`src/rtl/lpsd_pkg.sv`:
```
`default_nettype none
// ----------------------------------------------------------------------------
// lpsd_pkg
// Shared types and constants of the page sharer directory.
// ----------------------------------------------------------------------------
package lpsd_pkg;

  localparam int MAX_ENTRIES = 32;
  localparam int NUM_UNITS   = 16;
  localparam int PAGE_SHIFT  = 12;

  localparam int ADDR_W  = 48;
  localparam int CU_W    = 4;
  localparam int CFG_W   = 6;
  localparam int TAG_W   = ADDR_W - PAGE_SHIFT;
  localparam int IDX_W   = $clog2(MAX_ENTRIES);
  localparam int RANK_W  = IDX_W;
  localparam int OCC_W   = $clog2(MAX_ENTRIES + 1);
  localparam int CMP_W   = (CFG_W > OCC_W) ? CFG_W : OCC_W;

  localparam logic [CFG_W-1:0] TABLE_SIZE_RST = CFG_W'(32);

  typedef enum logic {
    CMD_LOOKUP = 1'b0,
    CMD_UPDATE = 1'b1
  } lpsd_cmd_e;

  typedef enum logic [1:0] {
    ST_IDLE,
    ST_MATCH,
    ST_COMMIT
  } lpsd_state_e;

  // Controller to datapath commands.
  typedef struct packed {
    logic load;    // capture a new transaction
    logic match;   // run the tag compare and register its results
    logic commit;  // write the table and present the result
  } lpsd_ctl_t;

  // One-hot sharer bit of a unit; an out-of-range unit sets nothing.
  function automatic logic [NUM_UNITS-1:0] unit_bit(input logic [CU_W-1:0] cu);
    logic [NUM_UNITS-1:0] b;
    b = '0;
    if (int'(cu) < NUM_UNITS) begin
      b[cu] = 1'b1;
    end
    return b;
  endfunction

endpackage
`default_nettype wire

```
`src/rtl/lru_page_sharer_directory.sv`:
```
`default_nettype none
// ----------------------------------------------------------------------------
// lru_page_sharer_directory
// Fully associative page directory in LRU order with per-page sharer masks.
// ----------------------------------------------------------------------------
// A transaction is captured when accepted and compared in MATCH; its result
//   is shown with done_o high in the following COMMIT state, for exactly
//   one cycle. The next transaction can be taken while a result is shown;
//   busy is high for the single compare cycle.
// Reset (rst_ni low, asynchronous): table empty, table_size back to 32.
// The receiver cannot stall: each result is valid for its done_o cycle only.
// ----------------------------------------------------------------------------
module lru_page_sharer_directory (
  input  wire logic                            clk_i,
  input  wire logic                            rst_ni,
  // Configuration: table_size register.
  input  wire logic                            cfg_we_i,
  input  wire logic [lpsd_pkg::CFG_W-1:0]      cfg_wdata_i,
  // Request.
  input  wire logic                            start,
  output logic                                 busy,
  input  wire logic                            cmd_i,
  input  wire logic [lpsd_pkg::ADDR_W-1:0]     virt_addr_i,
  input  wire logic [lpsd_pkg::CU_W-1:0]       cu_index_i,
  // Result.
  output logic                                 done_o,
  output logic                                 hit_o,
  output logic [lpsd_pkg::NUM_UNITS-1:0]       sharer_mask_o,
  output logic                                 evicted_o
);
  import lpsd_pkg::*;

  lpsd_ctl_t ctl;

  // Controller: IDLE -> MATCH (busy) -> COMMIT (result out, may accept).
  lpsd_ctrl u_ctrl (
    .clk_i  (clk_i),
    .rst_ni (rst_ni),
    .start  (start),
    .busy   (busy),
    .ctl_o  (ctl)
  );

  // Datapath: compare every valid tag in parallel during MATCH, register the
  // hit entry and the LRU victim or first free slot, then apply the table
  // write in COMMIT while the registered result sits on the output ports.
  lpsd_dp u_dp (
    .clk_i         (clk_i),
    .rst_ni        (rst_ni),
    .ctl_i         (ctl),
    .cfg_we_i      (cfg_we_i),
    .cfg_wdata_i   (cfg_wdata_i),
    .cmd_i         (cmd_i),
    .virt_addr_i   (virt_addr_i),
    .cu_index_i    (cu_index_i),
    .hit_o         (hit_o),
    .sharer_mask_o (sharer_mask_o),
    .evicted_o     (evicted_o)
  );

  // The result strobe is the commit cycle.
  assign done_o = ctl.commit;

endmodule
`default_nettype wire

```
`src/rtl/lpsd_ctrl.sv`:
```
`default_nettype none
// ----------------------------------------------------------------------------
// lpsd_ctrl
// Sequencer: accept, compare, then commit and present the result.
// ----------------------------------------------------------------------------
module lpsd_ctrl (
  input  wire logic              clk_i,
  input  wire logic              rst_ni,
  input  wire logic              start,
  output logic                   busy,
  output lpsd_pkg::lpsd_ctl_t    ctl_o
);
  import lpsd_pkg::*;

  lpsd_state_e state_q, state_d;

  always_ff @(posedge clk_i or negedge rst_ni) begin
    if (!rst_ni) begin
      state_q <= ST_IDLE;
    end else begin
      state_q <= state_d;
    end
  end

  always_comb begin
    state_d      = state_q;
    busy         = 1'b0;
    ctl_o.load   = 1'b0;
    ctl_o.match  = 1'b0;
    ctl_o.commit = 1'b0;
    case (state_q)
      ST_IDLE: begin
        if (start) begin
          ctl_o.load = 1'b1;
          state_d    = ST_MATCH;
        end
      end
      ST_MATCH: begin
        busy        = 1'b1;
        ctl_o.match = 1'b1;
        state_d     = ST_COMMIT;
      end
      ST_COMMIT: begin
        // Take the next transaction while this one retires.
        ctl_o.commit = 1'b1;
        if (start) begin
          ctl_o.load = 1'b1;
          state_d    = ST_MATCH;
        end else begin
          state_d = ST_IDLE;
        end
      end
      default: begin
        state_d = ST_IDLE;
      end
    endcase
  end

endmodule
`default_nettype wire

```
`src/rtl/lpsd_dp.sv`:
```
`default_nettype none
// ----------------------------------------------------------------------------
// lpsd_dp
// Tag, sharer and recency storage with parallel compare and commit logic.
// ----------------------------------------------------------------------------
module lpsd_dp (
  input  wire logic                            clk_i,
  input  wire logic                            rst_ni,
  input  wire lpsd_pkg::lpsd_ctl_t             ctl_i,
  input  wire logic                            cfg_we_i,
  input  wire logic [lpsd_pkg::CFG_W-1:0]      cfg_wdata_i,
  input  wire logic                            cmd_i,
  input  wire logic [lpsd_pkg::ADDR_W-1:0]     virt_addr_i,
  input  wire logic [lpsd_pkg::CU_W-1:0]       cu_index_i,
  output logic                                 hit_o,
  output logic [lpsd_pkg::NUM_UNITS-1:0]       sharer_mask_o,
  output logic                                 evicted_o
);
  import lpsd_pkg::*;

  // Configuration.
  logic [CFG_W-1:0] table_size_q;

  // Captured transaction.
  logic             cmd_q;
  logic [TAG_W-1:0] page_q;
  logic [CU_W-1:0]  cu_q;

  // Table.
  logic [TAG_W-1:0]     tag_q    [MAX_ENTRIES];
  logic [NUM_UNITS-1:0] sharer_q [MAX_ENTRIES];
  logic [RANK_W-1:0]    rank_q   [MAX_ENTRIES];
  logic [MAX_ENTRIES-1:0] valid_q;
  logic [OCC_W-1:0]     occ_q;

  // Compare results.
  logic [MAX_ENTRIES-1:0] match_q, slot_q;
  logic                   hit_q, evict_q;
  logic [RANK_W-1:0]      frank_q;
  logic [NUM_UNITS-1:0]   mask_q;

  logic [MAX_ENTRIES-1:0] match_v, lru_v, free_v;
  logic [RANK_W-1:0]      frank_v;
  logic [NUM_UNITS-1:0]   fmask_v;
  logic [OCC_W-1:0]       occ_m1;
  logic [CMP_W-1:0]       ts_ext, lim;
  logic                   evict_v;
  logic [NUM_UNITS-1:0]   ubit;

  always_ff @(posedge clk_i or negedge rst_ni) begin
    if (!rst_ni) begin
      table_size_q <= TABLE_SIZE_RST;
    end else if (cfg_we_i) begin
      table_size_q <= cfg_wdata_i;
    end
  end

  always_ff @(posedge clk_i) begin
    if (ctl_i.load) begin
      cmd_q  <= cmd_i;
      page_q <= virt_addr_i[ADDR_W-1:PAGE_SHIFT];
      cu_q   <= cu_index_i;
    end
  end

  // Effective limit: clamp into 1..MAX_ENTRIES.
  always_comb begin
    ts_ext = CMP_W'(table_size_q);
    if (ts_ext == '0) begin
      lim = CMP_W'(1);
    end else if (ts_ext > CMP_W'(MAX_ENTRIES)) begin
      lim = CMP_W'(MAX_ENTRIES);
    end else begin
      lim = ts_ext;
    end
  end

  assign occ_m1  = occ_q - OCC_W'(1);
  assign evict_v = CMP_W'(occ_q) >= lim;
  assign free_v  = ~valid_q & (valid_q + MAX_ENTRIES'(1));

  always_comb begin
    frank_v = '0;
    fmask_v = '0;
    for (int i = 0; i < MAX_ENTRIES; i++) begin
      match_v[i] = valid_q[i] && (tag_q[i] == page_q);
      lru_v[i]   = valid_q[i] && (OCC_W'(rank_q[i]) == occ_m1);
      frank_v    = frank_v | (match_v[i] ? rank_q[i] : '0);
      fmask_v    = fmask_v | (match_v[i] ? sharer_q[i] : '0);
    end
  end

  always_ff @(posedge clk_i) begin
    if (ctl_i.match) begin
      match_q <= match_v;
      hit_q   <= |match_v;
      frank_q <= frank_v;
      mask_q  <= ((cmd_q == CMD_LOOKUP) && (|match_v)) ? fmask_v : '0;
      evict_q <= (cmd_q == CMD_UPDATE) && !(|match_v) && evict_v;
      slot_q  <= evict_v ? lru_v : free_v;
    end
  end

  assign ubit = unit_bit(cu_q);

  // Commit: lookup hit promotes, update hit adds a sharer, update miss inserts.
  always_ff @(posedge clk_i or negedge rst_ni) begin
    if (!rst_ni) begin
      valid_q <= '0;
      occ_q   <= '0;
      for (int i = 0; i < MAX_ENTRIES; i++) begin
        rank_q[i] <= '0;
      end
    end else if (ctl_i.commit) begin
      if ((cmd_q == CMD_UPDATE) && !hit_q) begin
        if (!evict_q) begin
          occ_q <= occ_q + OCC_W'(1);
        end
        for (int i = 0; i < MAX_ENTRIES; i++) begin
          if (slot_q[i]) begin
            valid_q[i] <= 1'b1;
            rank_q[i]  <= '0;
          end else if (valid_q[i]) begin
            rank_q[i] <= rank_q[i] + RANK_W'(1);
          end
        end
      end else if ((cmd_q == CMD_LOOKUP) && hit_q) begin
        for (int i = 0; i < MAX_ENTRIES; i++) begin
          if (match_q[i]) begin
            rank_q[i] <= '0;
          end else if (valid_q[i] && (rank_q[i] < frank_q)) begin
            rank_q[i] <= rank_q[i] + RANK_W'(1);
          end
        end
      end
    end
  end

  always_ff @(posedge clk_i) begin
    if (ctl_i.commit && (cmd_q == CMD_UPDATE)) begin
      for (int i = 0; i < MAX_ENTRIES; i++) begin
        if (hit_q && match_q[i]) begin
          sharer_q[i] <= sharer_q[i] | ubit;
        end else if (!hit_q && slot_q[i]) begin
          tag_q[i]    <= page_q;
          sharer_q[i] <= ubit;
        end
      end
    end
  end

  assign hit_o         = hit_q;
  assign sharer_mask_o = mask_q;
  assign evicted_o     = evict_q;

endmodule
`default_nettype wire

```
`config.mk`:
```
export PLATFORM = sky130hd
export DESIGN_NAME = lru_page_sharer_directory
export DESIGN_NICKNAME = d
export VERILOG_FILES = /design/src/rtl/lpsd_pkg.sv /design/src/rtl/lru_page_sharer_directory.sv /design/src/rtl/lpsd_ctrl.sv /design/src/rtl/lpsd_dp.sv
export SDC_FILE = /design/constraint.sdc
export NUM_CORES = 2
export LEC_CHECK = 0
export ABC_CLOCK_PERIOD_IN_PS = 5200
export BUFFER_PORTS_ARGS = -buffer_cell sky130_fd_sc_hd__buf_2
export CORE_AREA = 2 2 558 338
export CTS_BUF_LIST = sky130_fd_sc_hd__clkbuf_8
export DETAILED_ROUTE_END_ITERATION = 12
export DIE_AREA = 0 0 560 340
export PLACE_DENSITY_LB_ADDON = 0.25
export SLEW_MARGIN = 20
export SYNTH_ARGS = -nofsm -noshare
export SYNTH_HDL_FRONTEND = slang
export SYNTH_SLANG_ARGS = --single-unit
```
`constraint.sdc`:
```
create_clock -name clk_i -period 5.2 [get_ports clk_i]
set_input_delay 0 -clock clk_i [delete_from_list [all_inputs] [get_ports clk_i]]
set_output_delay 0 -clock clk_i [all_outputs]
set_load 0.02 [all_outputs]
```
## Word-level counts from Yosys, hierarchy flattened

Memories as Yosys holds them, arrays and structs flattened.
Index checks and enable logic that the tools add are counted.

- Input bits: 63
- Register bits: 334
- Memories kept: 2
- Output and inout port bits: 20
- Word-level logic and storage cells: 1111
- Memory bits (writable): 1664

- Bitwise logic cells: 130
- Add/subtract/negate cells: 35
- Reduce and logical (&&, ||, !) cells: 271
- Order comparisons: 36
- Muxes and demuxes: 462
- Eq/ne operators: 99

Memory list:

| name | words | width | rd ports | clocked after memory_dff | write ports | RTL line | text |
|---|---|---|---|---|---|---|---|
| u_dp.tag_q | 32 | 36 | 32 | 0 | 32 | lpsd_dp.sv:30 | `logic [TAG_W-1:0] tag_q [MAX_ENTRIES];` |
| u_dp.sharer_q | 32 | 16 | 32 | 0 | 32 | lpsd_dp.sv:31 | `logic [NUM_UNITS-1:0] sharer_q [MAX_ENTRIES];` |

Operator list:

| kind | number |
|---|---|
| 36-bit == test | 32 |
| 16-bit two-way mux | 64 |
| 16-bit OR | 63 |
| 5-bit two-way mux | 160 |
| 160-bit two-way mux | 2 |
| 1-bit two-way mux | 230 |
| 5-bit by 6-bit == test with 1-bit output | 32 |
| 1-bit logical AND | 167 |
| 5-bit by 1-bit adder with 5-bit output (second input constant) | 32 |
| 5-bit < comparator | 32 |
| 5-bit OR | 31 |
| 4-bit AND reduction | 32 |
| 3-bit AND reduction | 33 |
| 3-bit by 1-bit != test with 1-bit output (second input constant) | 32 |
| 3-bit nonzero test | 32 |
| 32-bit by 1-bit adder with 32-bit output (second input constant) | 1 |
| 32-bit AND | 1 |
| 32-bit two-way mux | 1 |
| 32-bit NOT | 1 |
| 1-bit OR | 32 |
| 32-bit OR reduction | 1 |
| 6-bit two-way mux | 2 |
| 6-bit by 1-bit adder with 6-bit output (second input constant) | 1 |
| 6-bit greater-or-equal comparator | 1 |
| 16 further kinds | 18 |

## Logic depth before layout (Yosys ltp)

An unclocked memory read counts as a cell.

- Word-level depth: 35
- Depth in mapped cells: 14

## Modules after synthesis

Synthesis repeated with hierarchy kept, for this count alone.

- Cell total of the unflattened synthesis: 6665
- Area, all modules: 92336.1 um^2

Modules (own cells, without submodules):

| module | times used | cells each | area each (um^2) |
|---|---|---|---|
| lpsd_dp | 1 | 6657 | 92246.0 |
| lpsd_ctrl | 1 | 8 | 90.1 |

## Worst setup path after synthesis

OpenSTA, ideal clock, no wires.

- Path kind: register to register
- Start: reg u_ctrl.state_q[1]
- End: reg u_dp.evict_q, in the netlist u_dp.evicted_o, enable pin
- Path slack: 0.136 ns
- Arrival: 4.508 ns
- Buffers on the path: 0
- Cell stages (with the launch flop): 2
- Path through: dfrtp_1 > nor2b_1

- Longest elaborated chain between the ends: 2

RTL lines:

| what | RTL line | text |
|---|---|---|
| start, declared | lpsd_ctrl.sv:15 | `lpsd_state_e state_q, state_d;` |
| start signal, assigned | lpsd_ctrl.sv:21 | `state_q <= state_d;` |
| 2-bit by 1-bit == test with 1-bit output | n/a |  |
| 1-bit two-way mux | n/a |  |
| named net busy | lru_page_sharer_directory.sv:21 | `output logic busy,` |
| end signal, assigned | lpsd_dp.sv:99 | `evict_q <= (cmd_q == CMD_UPDATE) && !(\|match_v) && evict_v;` |
| end, declared | lpsd_dp.sv:38 | `logic hit_q, evict_q;` |

The timed path passes the listed nets, and every way through them passes these cells.
A chain may end at the register's enable or synchronous reset.

## Final worst setup path

- Start: reg u_dp.page_q[14]
- End: reg u_dp.mask_q[14], in the netlist u_dp.sharer_mask_o[14], data pin

- Longest elaborated chain between the ends: 34
- Elaborated cells between the ends (all ways): 129
- Classes of those cells: eq/ne (32); mux (32); bitwise (31); reduce/logical (34)

RTL lines:

| what | RTL line | text |
|---|---|---|
| start, declared | lpsd_dp.sv:26 | `logic [TAG_W-1:0] page_q;` |
| start signal, assigned | lpsd_dp.sv:61 | `page_q <= virt_addr_i[ADDR_W-1:PAGE_SHIFT];` |
| 36-bit == test | lpsd_dp.sv:86 | `match_v[i] = valid_q[i] && (tag_q[i] == page_q);` |
| 1-bit logical AND | lpsd_dp.sv:86 |  |
| 16-bit two-way mux | lpsd_dp.sv:89 | `fmask_v = fmask_v \| (match_v[i] ? sharer_q[i] : '0);` |
| 16-bit OR (31 in series) | lpsd_dp.sv:89 |  |
| end signal, assigned | lpsd_dp.sv:98 | `mask_q <= ((cmd_q == CMD_LOOKUP) && (\|match_v)) ? fmask_v : '0;` |
| end, declared | lpsd_dp.sv:40 | `logic [NUM_UNITS-1:0] mask_q;` |

Parallel ways exist; a longest one is shown, timed or not.

==> impl_metrics.toml <==
[setup_path]
path_delay_family = "simple AND/OR/NAND/NOR gates"
r2r_setup_slack_ns = 0.85
path_class = "flop to flop"
required_ns = 5.97
worst-path-buf-inv = 2
arrival_ns = 5.11
rr_endpoint = "u_dp.sharer_mask_o[14]"
endpoint_kind = "flop"
critPathCapture = "u_dp.sharer_mask_o[14]"
slowest_delay_ns = 1.03
crit_top_cell = "buf_4"
cpMaxStageDelayCell = "edfxtp_1"
r2r_start = "u_dp.page_q[14]"
cp.depth = 10
cp_max_fo = 16
reg2regPathDepth = 10
crit_path_start = "u_dp.page_q[14]"
cp_cell_sequence = "buf_4 -> xor2_1 -> nor4_1 -> nand4_1 -> nor3_4 -> buf_4 -> a22o_1 -> a221oi_1 -> and4_1 -> a41oi_2"
worst_setup_path_start_kind = "flop"

[clock_tree]
clockBufferDepth = 4
cts_max_level = 5
cts.sinks = 1998
clk_pin_slew_ns = 0.07
clk-insertion-delay-late_ns = 0.97
cts_buffers = 299
tritoncts = "built"
cts-root-buf = "clkbuf_8"
cts_resized = 0
postCtsSetupRepairBufs = 0

[global_route]
top_usage_layer = "met1"
met2_usage = 0.3916
grt_overflow = 0
grt_pass1_vias = 57410
use_met3 = 0.09702
grt_pass1_wl_um = 412900
track_usage = 0.2978
grt_max_degree = 116
antenna_found_initial = 24
met1_usage = 0.4734

[layout]
drive_gt1_frac = 0.1231
fin_nets = 7190
syn_to_final_growth_pct = 12.34
design_area_mm2 = 0.1034

[placed_design]
dp_hpwl_um = 187500
dpl-instance-area_mm2 = 0.09702
gp_congestion = 0.9705
io_buffers = 70

[timing]
maxSlewHeadroom = 0.1505
finalCritPeriodShare = 0.8358
fmax_mhz = 230.1
finalSetupTns_ns = 0
skew_ns = 0.09652
finalHoldViolations = 0
post-route-min-period_ns = 4.346
tightest_slew_ns = 1.271
drv_slew = 0
grt_setup_unrepaired = "no"
setup_viol = 0

[route]
postRouteAntennaNets = 0
drt_pass1_iterations = 9
routed_wirelength_um = 289300
drt_iter0_drc = 9112
detail_route.vias_per_cell = 6.286
vias = 60800
wl_per_cell_um = 29.91
drc = 0

[pwr]
finalPower_mw = 36.68
p_leak_nw = 39.58
p_per_area_mw_per_mm2 = 354.6
ir_drop_mv = 0.3649

[synth]
synthCells = 6515
synth_area_per_cell_um2 = 14.13
ys_top_cells_by_count = "1792 x edfxtp_1, 959 x xor2_1, 640 x a21o_1"
ys_warn_count = 0
syn_nets = 6747
yosysTopAreaCellShare = 0.5844
netlist_top_cells_area = "edfxtp_1 58%, xor2_1 9.1%, dfrtp_1 5.6%, a21o_1 5.2%, xnor2_1 3.1%"
ys_types = 60
synth_area_mm2 = 0.09208
synth.most_common_cell = "edfxtp_1"
synth_ff_type = "edfxtp_1"
synth_edf_count = 1792
ys_seq_area_frac = 0.6404
async_reset_ff_frac = 0.1031
ys_seq_elements = 1998
yosys.area.top_type = "edfxtp_1"

[die]
die-area_mm2 = 0.1904
die-height_um = 340
fp-row-count = 123
core_area_mm2 = 0.1859
start_util = 0.4953
ioPinCount = 83
die_x_um = 560

[worst_hold_path]
hp-class = "primary input to asynchronous set/reset pin"

[outcome]
status = "finished, final reports clean"

[flow_run]
maxCapViolations = 0
## final cells by class
type                       count  area (um^2)
fill                       15040        82460
inverter                     100        375.4
tap                         2500         3128
timing repair buffer         500         4544
clock inverter               199         1022
antenna                        7        17.52
multi-input combinational   4059        31120
sequential                  1998        58970
clock buffer                 310         4267
## metrics by stage
| stage | util | cells | hold WS [ns] | setup WS [ns] |
|---|---|---|---|---|
| detailed placement | 0.5219 | 9049 | 0.09325 | 1.054 |
| finish | 0.5564 | 9673 | 0.1999 | 0.8539 |
| CTS | 0.5562 | 9665 | 0.1232 | 1.052 |
| global placement | 0.5218 | 9049 | 0.09761 | 1.068 |
| global route | 0.5564 | 9668 | 0.1860 | 0.8423 |
| floorplan | - | 6515 | -0.2956 | 0.1357 |
## metal layers
| metal | wire length (um) | vias to the layer above | part of all wire |
|---|---|---|---|
| met5 | 91 | - | 0.00031 |
| met3 | 40590 | 421 | 0.14 |
| met4 | 5132 | 14 | 0.018 |
| met2 | 113800 | 3870 | 0.39 |
| met1 | 129700 | 30990 | 0.45 |
| li1 | - | 25510 | - |
## what timing repair did
| item | 4_1_cts | 5_1_grt |
|---|---|---|
| endpoints found under the hold margin | 295 | 0 |
| hold buffers | 107 | 0 |
| setup endpoints to repair | 0 | 0 |
## cell usage in the layout (no fill, tap or decap), types with 76 or more instances in the layout
| cell | instances |
|---|---|
| edfxtp_1 | 1792 |
| xor2_1 | 956 |
| a21o_1 | 640 |
| xnor2_1 | 327 |
| clkbuf_8 | 310 |
| buf_4 | 270 |
| nor4_1 | 224 |
| inv_1 | 206 |
| dfrtp_1 | 204 |
| nand2_1 | 192 |
| o21ai_0 | 181 |
| ha_1 | 167 |
| nand3_1 | 148 |
| o31ai_1 | 141 |
| nand4_1 | 134 |
| a22o_1 | 133 |
| a221oi_1 | 132 |
| dlygate4sd3_1 | 106 |
| nand2b_1 | 105 |
| nor2_1 | 76 |
## worst min-delay path: stages
cell           delay, ns
dlygate4sd3_1       0.52
dlygate4sd3_1       0.59
buf_8               0.17
## registers in the layout, summed over array words and instances (netlist names)
signal,flops
u_dp.cmd_q,1
u_dp.frank_q,5
u_dp.occ_q,6
u_dp.slot_q,32
u_dp.rank_q,160
u_dp.match_q,32
u_dp.sharer_q,512
u_dp.tag_q,1152
u_dp.evicted_o,1
u_dp.table_size_q,6
u_dp.valid_q,32
u_ctrl.state_q,2
u_dp.sharer_mask_o,16
u_dp.hit_o,1
u_dp.page_q,36
u_dp.cu_q,4
## power by group
part | switching (mW) | internal, mW
clock network | 6.31 | 5.79
logic | 3.18 | 2.09
registers | 1.26 | 18.1
## cells by family (layout without fill, tap and decap cells)
| group | Yosys count | in the layout | share of synthesized area |
|---|---|---|---|
| other | 0 | 7 | 0 |
| XOR/XNOR | 1287 | 1287 | 0.1224 |
| buffers and inverters | 458 | 1109 | 0.02571 |
| multiplexers | 37 | 37 | 0.004525 |
| flip-flops | 1998 | 1998 | 0.6404 |
| adder cells (fa/ha/maj) | 169 | 169 | 0.02296 |
| AND/OR/NAND/NOR | 1148 | 1148 | 0.06987 |
| AO/OA/AOI/OAI | 1418 | 1418 | 0.1141 |
## worst min-delay path by stage
stage	start	to	slack, ns	cells past startpoint
3_5_place_dp	rst_ni	u_dp.rank_q[145]	0.09	1
5_1_grt	rst_ni	u_dp.table_size_q[5]	0.19	3
3_3_place_gp	rst_ni	u_dp.rank_q[145]	0.1	1
2_1_floorplan	rst_ni	u_ctrl.state_q[0]	-0.30	0
6_report	rst_ni	u_dp.table_size_q[5]	0.20	3
4_1_cts	rst_ni	u_dp.table_size_q[5]	0.12	3
Power figures use the tool's default switching activity.
